## config.mk

```make
export PLATFORM = sky130hd
export DESIGN_NAME = scene_bytecode_nesting_parser_core
export DESIGN_NICKNAME = d
export VERILOG_FILES = /design/src/hw/rtl/sbnp_pkg.sv /design/src/hw/rtl/sbnp_ram.sv /design/src/hw/rtl/sbnp_stack.sv /design/src/hw/rtl/sbnp_front.sv /design/src/hw/rtl/sbnp_back.sv /design/src/hw/rtl/scene_bytecode_nesting_parser_core.sv
export SDC_FILE = /design/constraint.sdc
export NUM_CORES = 2
export LEC_CHECK = 0
export BUFFER_PORTS_ARGS = -buffer_cell sky130_fd_sc_hd__buf_2
export CAP_MARGIN = 5
export CELL_PAD_IN_SITES_DETAIL_PLACEMENT = 2
export CELL_PAD_IN_SITES_GLOBAL_PLACEMENT = 2
export CORE_UTILIZATION = 39
export CTS_BUF_LIST = sky130_fd_sc_hd__clkbuf_16
export DETAILED_ROUTE_END_ITERATION = 8
export PLACE_DENSITY_LB_ADDON = 0.05
export SLEW_MARGIN = 15
export SYNTH_ARGS = -nofsm -noshare
export SYNTH_HDL_FRONTEND = slang
export SYNTH_SLANG_ARGS = --single-unit
```

## constraint.sdc

```tcl
create_clock -name clk -period 7.2 [get_ports clk]
set_input_delay 0.36 -clock clk [delete_from_list [all_inputs] [get_ports clk]]
set_output_delay 0.36 -clock clk [all_outputs]
set_load 0.03 [all_outputs]
```

## src/hw/rtl/sbnp_pkg.sv

```systemverilog
`timescale 1ns / 1ps
// ----------------------------------------------------------------------------
// sbnp_pkg
// Shared types and constants of the scene bytecode nesting parser.
// ----------------------------------------------------------------------------
package sbnp_pkg;

  localparam int unsigned DEFAULT_STACK_DEPTH = 64;

  localparam logic [15:0] MAT_COUNT_RESET = 16'hFFFF;

  // Opcodes
  localparam logic [15:0] OP_TERMINATE = 16'h0000;
  localparam logic [15:0] OP_OPEN      = 16'h0001;
  localparam logic [15:0] OP_CLOSE     = 16'h0002;
  localparam logic [15:0] OP_JOINT     = 16'h0010;
  localparam logic [15:0] OP_MATERIAL  = 16'h0011;
  localparam logic [15:0] OP_SHAPE     = 16'h0012;

  // Result kinds
  localparam logic [1:0] KIND_LINK    = 2'd0;
  localparam logic [1:0] KIND_DISPLAY = 2'd1;
  localparam logic [1:0] KIND_END     = 2'd2;
  localparam logic [1:0] KIND_ERROR   = 2'd3;

  // Error codes
  localparam logic [1:0] ERR_BAD_OP    = 2'd0;
  localparam logic [1:0] ERR_OVERFLOW  = 2'd1;
  localparam logic [1:0] ERR_UNDERFLOW = 2'd2;
  localparam logic [1:0] ERR_MATERIAL  = 2'd3;

  typedef enum logic [2:0] {
    CMD_TERM,
    CMD_OPEN,
    CMD_CLOSE,
    CMD_JOINT,
    CMD_MAT,
    CMD_SHAPE,
    CMD_BAD
  } cmd_class_t;

  typedef struct packed {
    cmd_class_t  cls;
    logic [15:0] idx;
  } cmd_t;

  // Head of the command queue as seen by the execute side
  typedef struct packed {
    logic valid;
    cmd_t cmd;
  } cmd_head_t;

  typedef struct packed {
    logic [1:0]  kind;
    logic [15:0] joint_index;
    logic [15:0] parent_index;
    logic [15:0] material_index;
    logic [15:0] shape_index;
    logic [1:0]  error_code;
  } result_t;

  function automatic cmd_class_t classify(input logic [15:0] op);
    cmd_class_t cls;
    unique case (op)
      OP_TERMINATE: cls = CMD_TERM;
      OP_OPEN:      cls = CMD_OPEN;
      OP_CLOSE:     cls = CMD_CLOSE;
      OP_JOINT:     cls = CMD_JOINT;
      OP_MATERIAL:  cls = CMD_MAT;
      OP_SHAPE:     cls = CMD_SHAPE;
      default:      cls = CMD_BAD;
    endcase
    return cls;
  endfunction

endpackage

```

## src/hw/rtl/sbnp_ram.sv

```systemverilog
`timescale 1ns / 1ps
// ----------------------------------------------------------------------------
// sbnp_ram
// Generic single-write, single-read RAM with registered read data.
// ----------------------------------------------------------------------------
module sbnp_ram #(
  parameter int unsigned WIDTH = 16,
  parameter int unsigned DEPTH = 64,
  parameter int unsigned AW    = (DEPTH > 1) ? $clog2(DEPTH) : 1
) (
  input  logic             clk,
  input  logic             we,
  input  logic [AW-1:0]    waddr,
  input  logic [WIDTH-1:0] wdata,
  input  logic [AW-1:0]    raddr,
  output logic [WIDTH-1:0] rdata
);

  logic [WIDTH-1:0] mem_r [DEPTH];
  logic [WIDTH-1:0] rdata_r;

  always_ff @(posedge clk) begin
    if (we) begin
      mem_r[waddr] <= wdata;
    end
    rdata_r <= mem_r[raddr];
  end

  assign rdata = rdata_r;

endmodule

```

## src/hw/rtl/sbnp_stack.sv

```systemverilog
`timescale 1ns / 1ps
// ----------------------------------------------------------------------------
// sbnp_stack
// LIFO with the top entry in a register and the rest in RAM; the entry
// under the top is prefetched every cycle so pushes and pops run back to back.
// ----------------------------------------------------------------------------
module sbnp_stack #(
  parameter int unsigned WIDTH = 16,
  parameter int unsigned DEPTH = 64,
  parameter int unsigned AW    = $clog2(DEPTH),
  parameter int unsigned LW    = $clog2(DEPTH + 1)
) (
  input  logic             clk,
  input  logic             rst_n,
  input  logic             clr,
  input  logic             push,
  input  logic             pop,
  input  logic [WIDTH-1:0] push_data,
  output logic [WIDTH-1:0] top,
  output logic [LW-1:0]    level
);

  logic [LW-1:0]    level_r;
  logic [LW-1:0]    level_nxt;
  logic [WIDTH-1:0] top_r;
  logic [WIDTH-1:0] top_nxt;
  logic             byp_r;
  logic [WIDTH-1:0] byp_data_r;
  logic [WIDTH-1:0] ram_rdata;
  logic [WIDTH-1:0] below;
  logic [LW-1:0]    lvl_m1;
  logic [LW-1:0]    rd_lvl;
  logic [AW-1:0]    waddr;
  logic [AW-1:0]    raddr;
  logic             we;

  assign lvl_m1 = level_r - LW'(1);
  assign waddr  = lvl_m1[AW-1:0];
  // Spill the old top into RAM on a push over a non-empty stack
  assign we     = push && (level_r != '0);

  // Entry under the top after this edge
  assign rd_lvl = level_nxt - LW'(2);
  assign raddr  = rd_lvl[AW-1:0];

  assign below = byp_r ? byp_data_r : ram_rdata;

  always_comb begin
    level_nxt = level_r;
    top_nxt   = top_r;
    if (clr) begin
      level_nxt = '0;
    end else if (push) begin
      level_nxt = level_r + LW'(1);
      top_nxt   = push_data;
    end else if (pop) begin
      level_nxt = lvl_m1;
      top_nxt   = below;
    end
  end

  sbnp_ram #(
    .WIDTH (WIDTH),
    .DEPTH (DEPTH),
    .AW    (AW)
  ) u_ram (
    .clk   (clk),
    .we    (we),
    .waddr (waddr),
    .wdata (top_r),
    .raddr (raddr),
    .rdata (ram_rdata)
  );

  always_ff @(posedge clk) begin
    if (!rst_n) begin
      level_r <= '0;
      byp_r   <= 1'b0;
    end else begin
      level_r <= level_nxt;
      byp_r   <= we && (waddr == raddr);
    end
    top_r      <= top_nxt;
    byp_data_r <= top_r;
  end

  assign top   = top_r;
  assign level = level_r;

  a_level_bound: assert property (@(posedge clk) disable iff (!rst_n)
    level_r <= LW'(DEPTH))
    else $error("stack level beyond depth");

  a_no_push_pop: assert property (@(posedge clk) disable iff (!rst_n)
    !(push && pop))
    else $error("stack push and pop together");

  a_no_overflow: assert property (@(posedge clk) disable iff (!rst_n)
    push |-> (level_r != LW'(DEPTH)))
    else $error("stack push when full");

  a_no_underflow: assert property (@(posedge clk) disable iff (!rst_n)
    pop |-> (level_r != '0))
    else $error("stack pop when empty");

endmodule

```

## src/hw/rtl/sbnp_front.sv

```systemverilog
`timescale 1ns / 1ps
// ----------------------------------------------------------------------------
// sbnp_front
// Accepts commands, classifies the opcode and queues them (two entries).
// ----------------------------------------------------------------------------
module sbnp_front
  import sbnp_pkg::*;
(
  input  logic        clk,
  input  logic        rst_n,
  input  logic        push,
  output logic        full,
  input  logic [15:0] op_code,
  input  logic [15:0] item_index,
  output cmd_head_t   head,
  input  logic        head_pop
);

  cmd_t       q_r [2];
  logic       wptr_r;
  logic       rptr_r;
  logic [1:0] cnt_r;
  logic       wr;
  logic       rd;

  assign full = (cnt_r == 2'd2);
  assign wr   = push && !full;
  assign rd   = head_pop && (cnt_r != 2'd0);

  always_ff @(posedge clk) begin
    if (!rst_n) begin
      wptr_r <= 1'b0;
      rptr_r <= 1'b0;
      cnt_r  <= 2'd0;
    end else begin
      if (wr) begin
        wptr_r <= !wptr_r;
      end
      if (rd) begin
        rptr_r <= !rptr_r;
      end
      cnt_r <= cnt_r + {1'b0, wr} - {1'b0, rd};
    end
    if (wr) begin
      q_r[wptr_r] <= '{cls: classify(op_code), idx: item_index};
    end
  end

  assign head.valid = (cnt_r != 2'd0);
  assign head.cmd   = q_r[rptr_r];

endmodule

```

## src/hw/rtl/sbnp_back.sv

```systemverilog
`timescale 1ns / 1ps
// ----------------------------------------------------------------------------
// sbnp_back
// Executes queued commands against the nesting state and queues results.
// ----------------------------------------------------------------------------
module sbnp_back
  import sbnp_pkg::*;
#(
  parameter int unsigned STACK_DEPTH = DEFAULT_STACK_DEPTH
) (
  input  logic        clk,
  input  logic        rst_n,
  input  logic        cfg_we,
  input  logic [15:0] cfg_wdata,
  input  cmd_head_t   head,
  output logic        head_pop,
  input  logic        pop,
  output logic        empty,
  output result_t     res
);

  localparam int unsigned LW = $clog2(STACK_DEPTH + 1);

  logic [15:0] mat_count_r;
  logic        lwj_r, lwj_nxt;
  logic [15:0] cj_r, cj_nxt;
  logic [15:0] cm_r, cm_nxt;

  logic          nest_push, nest_pop, jnt_push, jnt_pop, clr;
  logic [0:0]    nest_top;
  logic [LW-1:0] nest_level;
  logic [15:0]   jnt_top;
  logic [LW-1:0] jnt_level;

  logic    res_vld;
  result_t res_nxt;

  result_t    oq_r [2];
  logic       owptr_r;
  logic       orptr_r;
  logic [1:0] ocnt_r;
  logic       go;
  logic       owr;
  logic       ord;

  assign go       = head.valid && (ocnt_r != 2'd2);
  assign head_pop = go;

  always_comb begin
    lwj_nxt   = lwj_r;
    cj_nxt    = cj_r;
    cm_nxt    = cm_r;
    nest_push = 1'b0;
    nest_pop  = 1'b0;
    jnt_push  = 1'b0;
    jnt_pop   = 1'b0;
    clr       = 1'b0;
    res_vld   = 1'b0;
    res_nxt   = '0;
    if (go) begin
      unique case (head.cmd.cls)
        CMD_TERM: begin
          clr          = 1'b1;
          lwj_nxt      = 1'b0;
          cj_nxt       = '0;
          cm_nxt       = '0;
          res_vld      = 1'b1;
          res_nxt.kind = KIND_END;
        end
        CMD_OPEN: begin
          if (nest_level == LW'(STACK_DEPTH)) begin
            res_vld            = 1'b1;
            res_nxt.kind       = KIND_ERROR;
            res_nxt.error_code = ERR_OVERFLOW;
          end else begin
            nest_push = 1'b1;
            jnt_push  = lwj_r && (jnt_level != LW'(STACK_DEPTH));
          end
        end
        CMD_CLOSE: begin
          if (nest_level == '0) begin
            res_vld            = 1'b1;
            res_nxt.kind       = KIND_ERROR;
            res_nxt.error_code = ERR_UNDERFLOW;
          end else begin
            nest_pop = 1'b1;
            jnt_pop  = nest_top[0] && (jnt_level != '0);
          end
        end
        CMD_JOINT: begin
          cj_nxt  = head.cmd.idx;
          lwj_nxt = 1'b1;
          if (jnt_level != '0) begin
            res_vld              = 1'b1;
            res_nxt.kind         = KIND_LINK;
            res_nxt.joint_index  = head.cmd.idx;
            res_nxt.parent_index = jnt_top;
          end
        end
        CMD_MAT: begin
          cm_nxt  = head.cmd.idx;
          lwj_nxt = 1'b0;
        end
        CMD_SHAPE: begin
          res_vld = 1'b1;
          if (cm_r >= mat_count_r) begin
            res_nxt.kind       = KIND_ERROR;
            res_nxt.error_code = ERR_MATERIAL;
          end else begin
            lwj_nxt                = 1'b0;
            res_nxt.kind           = KIND_DISPLAY;
            res_nxt.joint_index    = cj_r;
            res_nxt.material_index = cm_r;
            res_nxt.shape_index    = head.cmd.idx;
          end
        end
        default: begin
          res_vld            = 1'b1;
          res_nxt.kind       = KIND_ERROR;
          res_nxt.error_code = ERR_BAD_OP;
        end
      endcase
    end
  end

  sbnp_stack #(
    .WIDTH (1),
    .DEPTH (STACK_DEPTH)
  ) u_nest (
    .clk       (clk),
    .rst_n     (rst_n),
    .clr       (clr),
    .push      (nest_push),
    .pop       (nest_pop),
    .push_data (lwj_r),
    .top       (nest_top),
    .level     (nest_level)
  );

  sbnp_stack #(
    .WIDTH (16),
    .DEPTH (STACK_DEPTH)
  ) u_joint (
    .clk       (clk),
    .rst_n     (rst_n),
    .clr       (clr),
    .push      (jnt_push),
    .pop       (jnt_pop),
    .push_data (cj_r),
    .top       (jnt_top),
    .level     (jnt_level)
  );

  assign owr = go && res_vld;
  assign ord = pop && (ocnt_r != 2'd0);

  always_ff @(posedge clk) begin
    if (!rst_n) begin
      mat_count_r <= MAT_COUNT_RESET;
      lwj_r       <= 1'b0;
      cj_r        <= '0;
      cm_r        <= '0;
      owptr_r     <= 1'b0;
      orptr_r     <= 1'b0;
      ocnt_r      <= 2'd0;
    end else begin
      if (cfg_we) begin
        mat_count_r <= cfg_wdata;
      end
      lwj_r <= lwj_nxt;
      cj_r  <= cj_nxt;
      cm_r  <= cm_nxt;
      if (owr) begin
        owptr_r <= !owptr_r;
      end
      if (ord) begin
        orptr_r <= !orptr_r;
      end
      ocnt_r <= ocnt_r + {1'b0, owr} - {1'b0, ord};
    end
    if (owr) begin
      oq_r[owptr_r] <= res_nxt;
    end
  end

  assign empty = (ocnt_r == 2'd0);
  assign res   = oq_r[orptr_r];

  a_ocnt_bound: assert property (@(posedge clk) disable iff (!rst_n)
    ocnt_r != 2'd3)
    else $error("result queue count out of range");

  a_term_clears: assert property (@(posedge clk) disable iff (!rst_n)
    (go && head.cmd.cls == CMD_TERM) |=> (nest_level == '0 && jnt_level == '0 && !lwj_r))
    else $error("terminate did not clear nesting state");

  a_joint_le_nest: assert property (@(posedge clk) disable iff (!rst_n)
    jnt_level <= nest_level)
    else $error("more open joints than open brackets");

endmodule

```

## src/hw/rtl/scene_bytecode_nesting_parser_core.sv

```systemverilog
`timescale 1ns / 1ps
// ----------------------------------------------------------------------------
// scene_bytecode_nesting_parser_core
// Scene-graph command parser: tracks bracket nesting and open joints and
// emits parent links, display records, end markers and errors.
// ----------------------------------------------------------------------------
// The block takes one command per clock (push while full is low) and gives
// at most one result per command, in command order, on a queue-style output
// (read while empty is low, pop to advance). An accepted command is
// registered at the head of the two-entry command queue, where the execute
// logic resolves it and writes its result into the two-entry result queue.
// Execution holds while the result queue holds two results.
// Both stacks keep their top entry in a register and prefetch the entry
// below it from RAM every cycle, so opens, closes and joints follow each
// other at one per clock while the result queue has room. Open, close and
// material produce no result, except for the error of an open on a full
// stack or a close on an empty one; a joint gives a link only under an open
// joint. Write cfg_wdata (the material count) only while no command is in
// flight.
module scene_bytecode_nesting_parser_core
  import sbnp_pkg::*;
#(
  parameter int unsigned STACK_DEPTH = DEFAULT_STACK_DEPTH
) (
  input  logic        clk,
  input  logic        rst_n,
  // command request channel
  input  logic        push,
  output logic        full,
  input  logic [15:0] in_op_code,
  input  logic [15:0] in_item_index,
  // result request channel
  output logic        empty,
  input  logic        pop,
  output logic [1:0]  out_kind,
  output logic [15:0] out_joint_index,
  output logic [15:0] out_parent_index,
  output logic [15:0] out_material_index,
  output logic [15:0] out_shape_index,
  output logic [1:0]  out_error_code,
  // configuration: material count
  input  logic        cfg_we,
  input  logic [15:0] cfg_wdata
);

  cmd_head_t head;
  logic      head_pop;
  result_t   res;

  // Front: accept, classify and hold up to two commands
  sbnp_front u_front (
    .clk        (clk),
    .rst_n      (rst_n),
    .push       (push),
    .full       (full),
    .op_code    (in_op_code),
    .item_index (in_item_index),
    .head       (head),
    .head_pop   (head_pop)
  );

  // Back: execute against the nesting state, queue results
  sbnp_back #(
    .STACK_DEPTH (STACK_DEPTH)
  ) u_back (
    .clk       (clk),
    .rst_n     (rst_n),
    .cfg_we    (cfg_we),
    .cfg_wdata (cfg_wdata),
    .head      (head),
    .head_pop  (head_pop),
    .pop       (pop),
    .empty     (empty),
    .res       (res)
  );

  // Break the result record out onto its ports
  assign out_kind           = res.kind;
  assign out_joint_index    = res.joint_index;
  assign out_parent_index   = res.parent_index;
  assign out_material_index = res.material_index;
  assign out_shape_index    = res.shape_index;
  assign out_error_code     = res.error_code;

endmodule

```

==> metrics.md <==
| Metric | Value |
|---|---|
| Total CTS buffers | 155 |
| Routed vias/inst | 5.75 |
| CP max FO | 33 |
| R2R setup slack | 0.64 ns |
| Iteration-0 DRC count of the detailed router | 3340 |
| Worst-Margin Slew | between 1 and 1.5 ns |
| Avg Inst Size Synth | 14.5 µm² |
| Commonest non-fill, non-tap cell in the layout | edfxtp_1 |
| Worst Skew | 0.0278 ns |
| Hold Crit Class | in2reg |
| Reg2reg end | u_back.u_joint.u_ram.rdata[5]$_DFF_P_ |
| Crit start category | register |
| CTS max path bufs | 3 |
| Sequential area share after synthesis | 0.726 |
| Status | finished, final reports clean |
| Hold_sp | in_op_code[0] |
| Global route overflow | 0 |
| 1st-pass router iterations | 5 |
| Clock tree from TritonCTS | built |
| Fillers | 13700 |
| Layout cells sized above 1 | 0.144 |
| Vias in the first global route | 37800 |
| Reg clk slew, reported paths | around 0.060 ns |
| Most frequent cells in the layout | edfxtp_1 (1279), nand2_1 (649), mux2i_1 (304), nor2_1 (185), clkbuf_16 (158) |
| Setup TNS | 0 ns |
| GRT Resource Usage Total | 0.256 |
| Htree depth | 4 |
| Mapped Cells | between 3000 and 4000 |
| Worst-path cell chain | inv_1 -> ha_1 -> nor3b_1 -> nand3_1 -> nand2_1 -> nor2_2 -> buf_4 -> o311ai_4 -> inv_4 -> ha_1 -> xnor2_2 -> nand2_2 -> buf_4 -> buf_4 -> a221oi_1 -> a2111oi_0 -> buf_4 -> nor4_1 |
| Final Cycle Share | 0.910 |
| Area growth syn-to-layout | 15.3% |
| Most used cell, CP | buf_4 |
| Yosys warning total | 0 |
| Die footprint | 145000 µm² |
| Top_reg_cell synth | edfxtp_1 |
| Type of the worst setup path | reg2reg |
| Root Driver | clkbuf_16 |
| Clk sinks | 1388 |
| HPWL Detailed | 111000 µm |
| Number of setup violations in the final report | 0 |
| Post-CTS sizing | 0 |
| Core ar. | 142000 µm² |
| Count of hold-fix buffers inserted at cts | 36 |
| Pin count of the biggest net entering global routing | roughly 160 |
| CP Launch Point | u_back.u_joint.level[0]$_SDFF_PN0_ |
| Max-slew violations | 0 |
| Routability cong. | 0.833 |
| Worst VDD drop | 0.000264 V |
| Die X | 381 µm |
| Placement Cell Area | 59200 µm² |
| Port bufs | about 120 |
| # DRC | 0 |
| Fin area | roughly 64000 µm² |
| Pleak | 0.0212 µW |
| Cell row count | 138 |
| Synthesized flop and latch total | 1388 |
| Mapped Area | 55900 µm² |
| Global-route wire length before repair | approximately 270000 µm |
| Effective utilization at floorplan | 0.394 |
| Num ports | 123 |
| Worst skew pair latency | 0.79 ns |
| Antenna violations before repair | 12 |
| Pwr/cell area | 286 nW/µm² |
| Worst Path Required | around 8 ns |
| Async set-reset flop share out of synthesis | 0 |
| Crit Reg-Reg Startpoint | u_back.u_joint.level[0]$_SDFF_PN0_ |
| Layout Nets | 4177 |
| Relative slew margins | 0.142 |
| Syn_nets | around 4000 |
| Nature of the critical path endpoint | register |
| RSZ-0062 raised after global routing | false |
| Max cap viols | 0 |
| CP endpoint | u_back.u_joint.u_ram.rdata[5]$_DFF_P_ |
| Slowest cell on crit path | a2111oi_0 |
| Fin crit period | 6.56 ns |
| Die boundary height | 381 µm |
| Post-CTS setup buffer count | 0 |
| DRT Wirelength | 187000 µm |
| Max incr delay on CP | 0.99 ns |
| Register-to-Register Path Depth | 18 |
| DR vias | around 35000 |
| Fmax | 0.153 GHz |
| Netlist cell types | 77 |
| Antenna viol nets, final | 0 |
| Final Hold Violating Endpoints | 0 |
| Routed len/inst | roughly 30 µm |
| CP arrival | 7.19 ns |
| EDFF count, synth | 1279 |
cells by family (layout without fill, tap and decap cells):
logic type                 count (synthesis)  count (layout)  synth area share
muxes                                    389             389            0.0738
DFF                                     1388            1388             0.726
AOI/OAI and AO/OA                        470             470            0.0646
and+or+nand+nor                         1280            1280             0.102
adders and majority gates                 26              26           0.00582
xor gates and xnor gates                  35              35           0.00562
buffers and inverters                    272             638            0.0221
other                                      0               3                 0
registers in the layout, summed over array words and instances, names as in the netlist, 38 cells and up, named ones only:
signal                      cells
u_back.u_joint.u_ram.mem_r   1024
u_back.oq_r                   136
u_back.u_nest.u_ram.mem_r      64
u_front.q_r                    38
synthesized netlist by cell type (3+ instances only):
cell type,n,area share
edfxtp_1,1279,0.69
nand2_1,650,0.044
mux2i_1,305,0.055
nor2_1,188,0.013
nand3_1,156,0.014
a21oi_1,135,0.012
clkbuf_1,129,0.0087
dfxtp_1,109,0.039
mux2_2,72,0.015
a221oi_1,64,0.010
a32o_1,64,0.011
nor4_1,56,0.0063
buf_2,55,0.0049
and3_1,52,0.0058
and2_1,47,0.0053
nor3_1,47,0.0042
nor2b_1,45,0.0050
a32oi_1,36,0.0056
inv_1,34,0.0023
a311oi_1,33,0.0052
a2111oi_0,30,0.0047
buf_4,29,0.0039
xnor2_1,27,0.0042
ha_1,26,0.0058
o21ai_0,23,0.0021
buf_1,18,0.0012
o211ai_1,17,0.0023
o2bb2ai_1,16,0.0025
mux4_2,11,0.0044
a21o_1,10,0.0013
nand4_1,10,0.0011
nand2b_1,8,0.00090
xor2_1,7,0.0011
buf_6,5,0.0010
a22oi_1,4,0.00054
a31oi_1,4,0.00045
nor3b_1,3,0.00040
o21a_1,3,0.00040
or3_1,3,0.00034
layout make-up:
cell class              count  area, µm²  area share
multi-input cells        2200      14200       0.221
inverters                  36        138     0.00214
clock buffers             158       3950      0.0614
well taps                1890       2360      0.0367
flip-flops and latches   1388      40600       0.630
clock inverters           127        882      0.0137
diodes                      3       7.51    0.000117
repair buffers            317       2260      0.0351
stage by stage:
step / total power, µW / cells / setup slack, ns / hold slack (ns) / utilization
after floorplan: 10400 / 3860 / 1.76 / 0.446 / -
final: 18400 / 6119 / 0.644 / 0.0761 / 0.454
after detailed placement: 11000 / 5795 / 0.628 / 0.487 / 0.417
after CTS: 18600 / 6116 / 0.635 / 0.0191 / 0.454
after global routing: 19000 / 6116 / 0.341 / 0.0761 / 0.454
after global placement: 10900 / 5785 / -0.229 / 0.481 / 0.416
worst max-delay path: cells and delay by family, from the launching register on:
family	cells	cell delay (ns)
adder cells (fa/ha/maj)	2	0.66
XOR/XNOR	1	0.26
AND/OR/NAND/NOR	6	1.86
flip-flops	1	0.41
AO/OA/AOI/OAI	3	1.47
buffers and inverters	6	1.69
where the power goes:
part           internal [µW]  total [µW]  switching (µW)  leakage [µW]
Clock                   4310        7620            3310       0.00252
Combinational            512        1670            1160       0.00625
Sequential              9050        9150            99.9        0.0125
Total                  13900       18400            4570        0.0212
metal layers:
layer / part of all wire / track usage / up-vias
li1: - / - / 15200
met1: 0.46 / 0.365 / 18700
met2: 0.47 / 0.409 / 1048
met3: 0.052 / 0.0370 / 228
met4: 0.022 / 0.0664 / 0
met5: 0 / 0 / -
how the worst min path moves through the flow:
stage,to,slack (ns),depth (start not counted)
6_report,u_front.q_r[0][16]$_DFFE_PP_,0.08,3
3_3_place_gp,u_back.mat_count_r[5]$_SDFFE_PN1P_,0.48,2
3_5_place_dp,u_back.mat_count_r[10]$_SDFFE_PN1P_,0.49,2
4_1_cts,u_front.q_r[0][16]$_DFFE_PP_,0.02,3
2_1_floorplan,u_back.mat_count_r[0]$_SDFFE_PN1P_,0.45,2
5_1_grt,u_front.q_r[0][16]$_DFFE_PP_,0.08,3
Power figures use the tool's default switching activity.
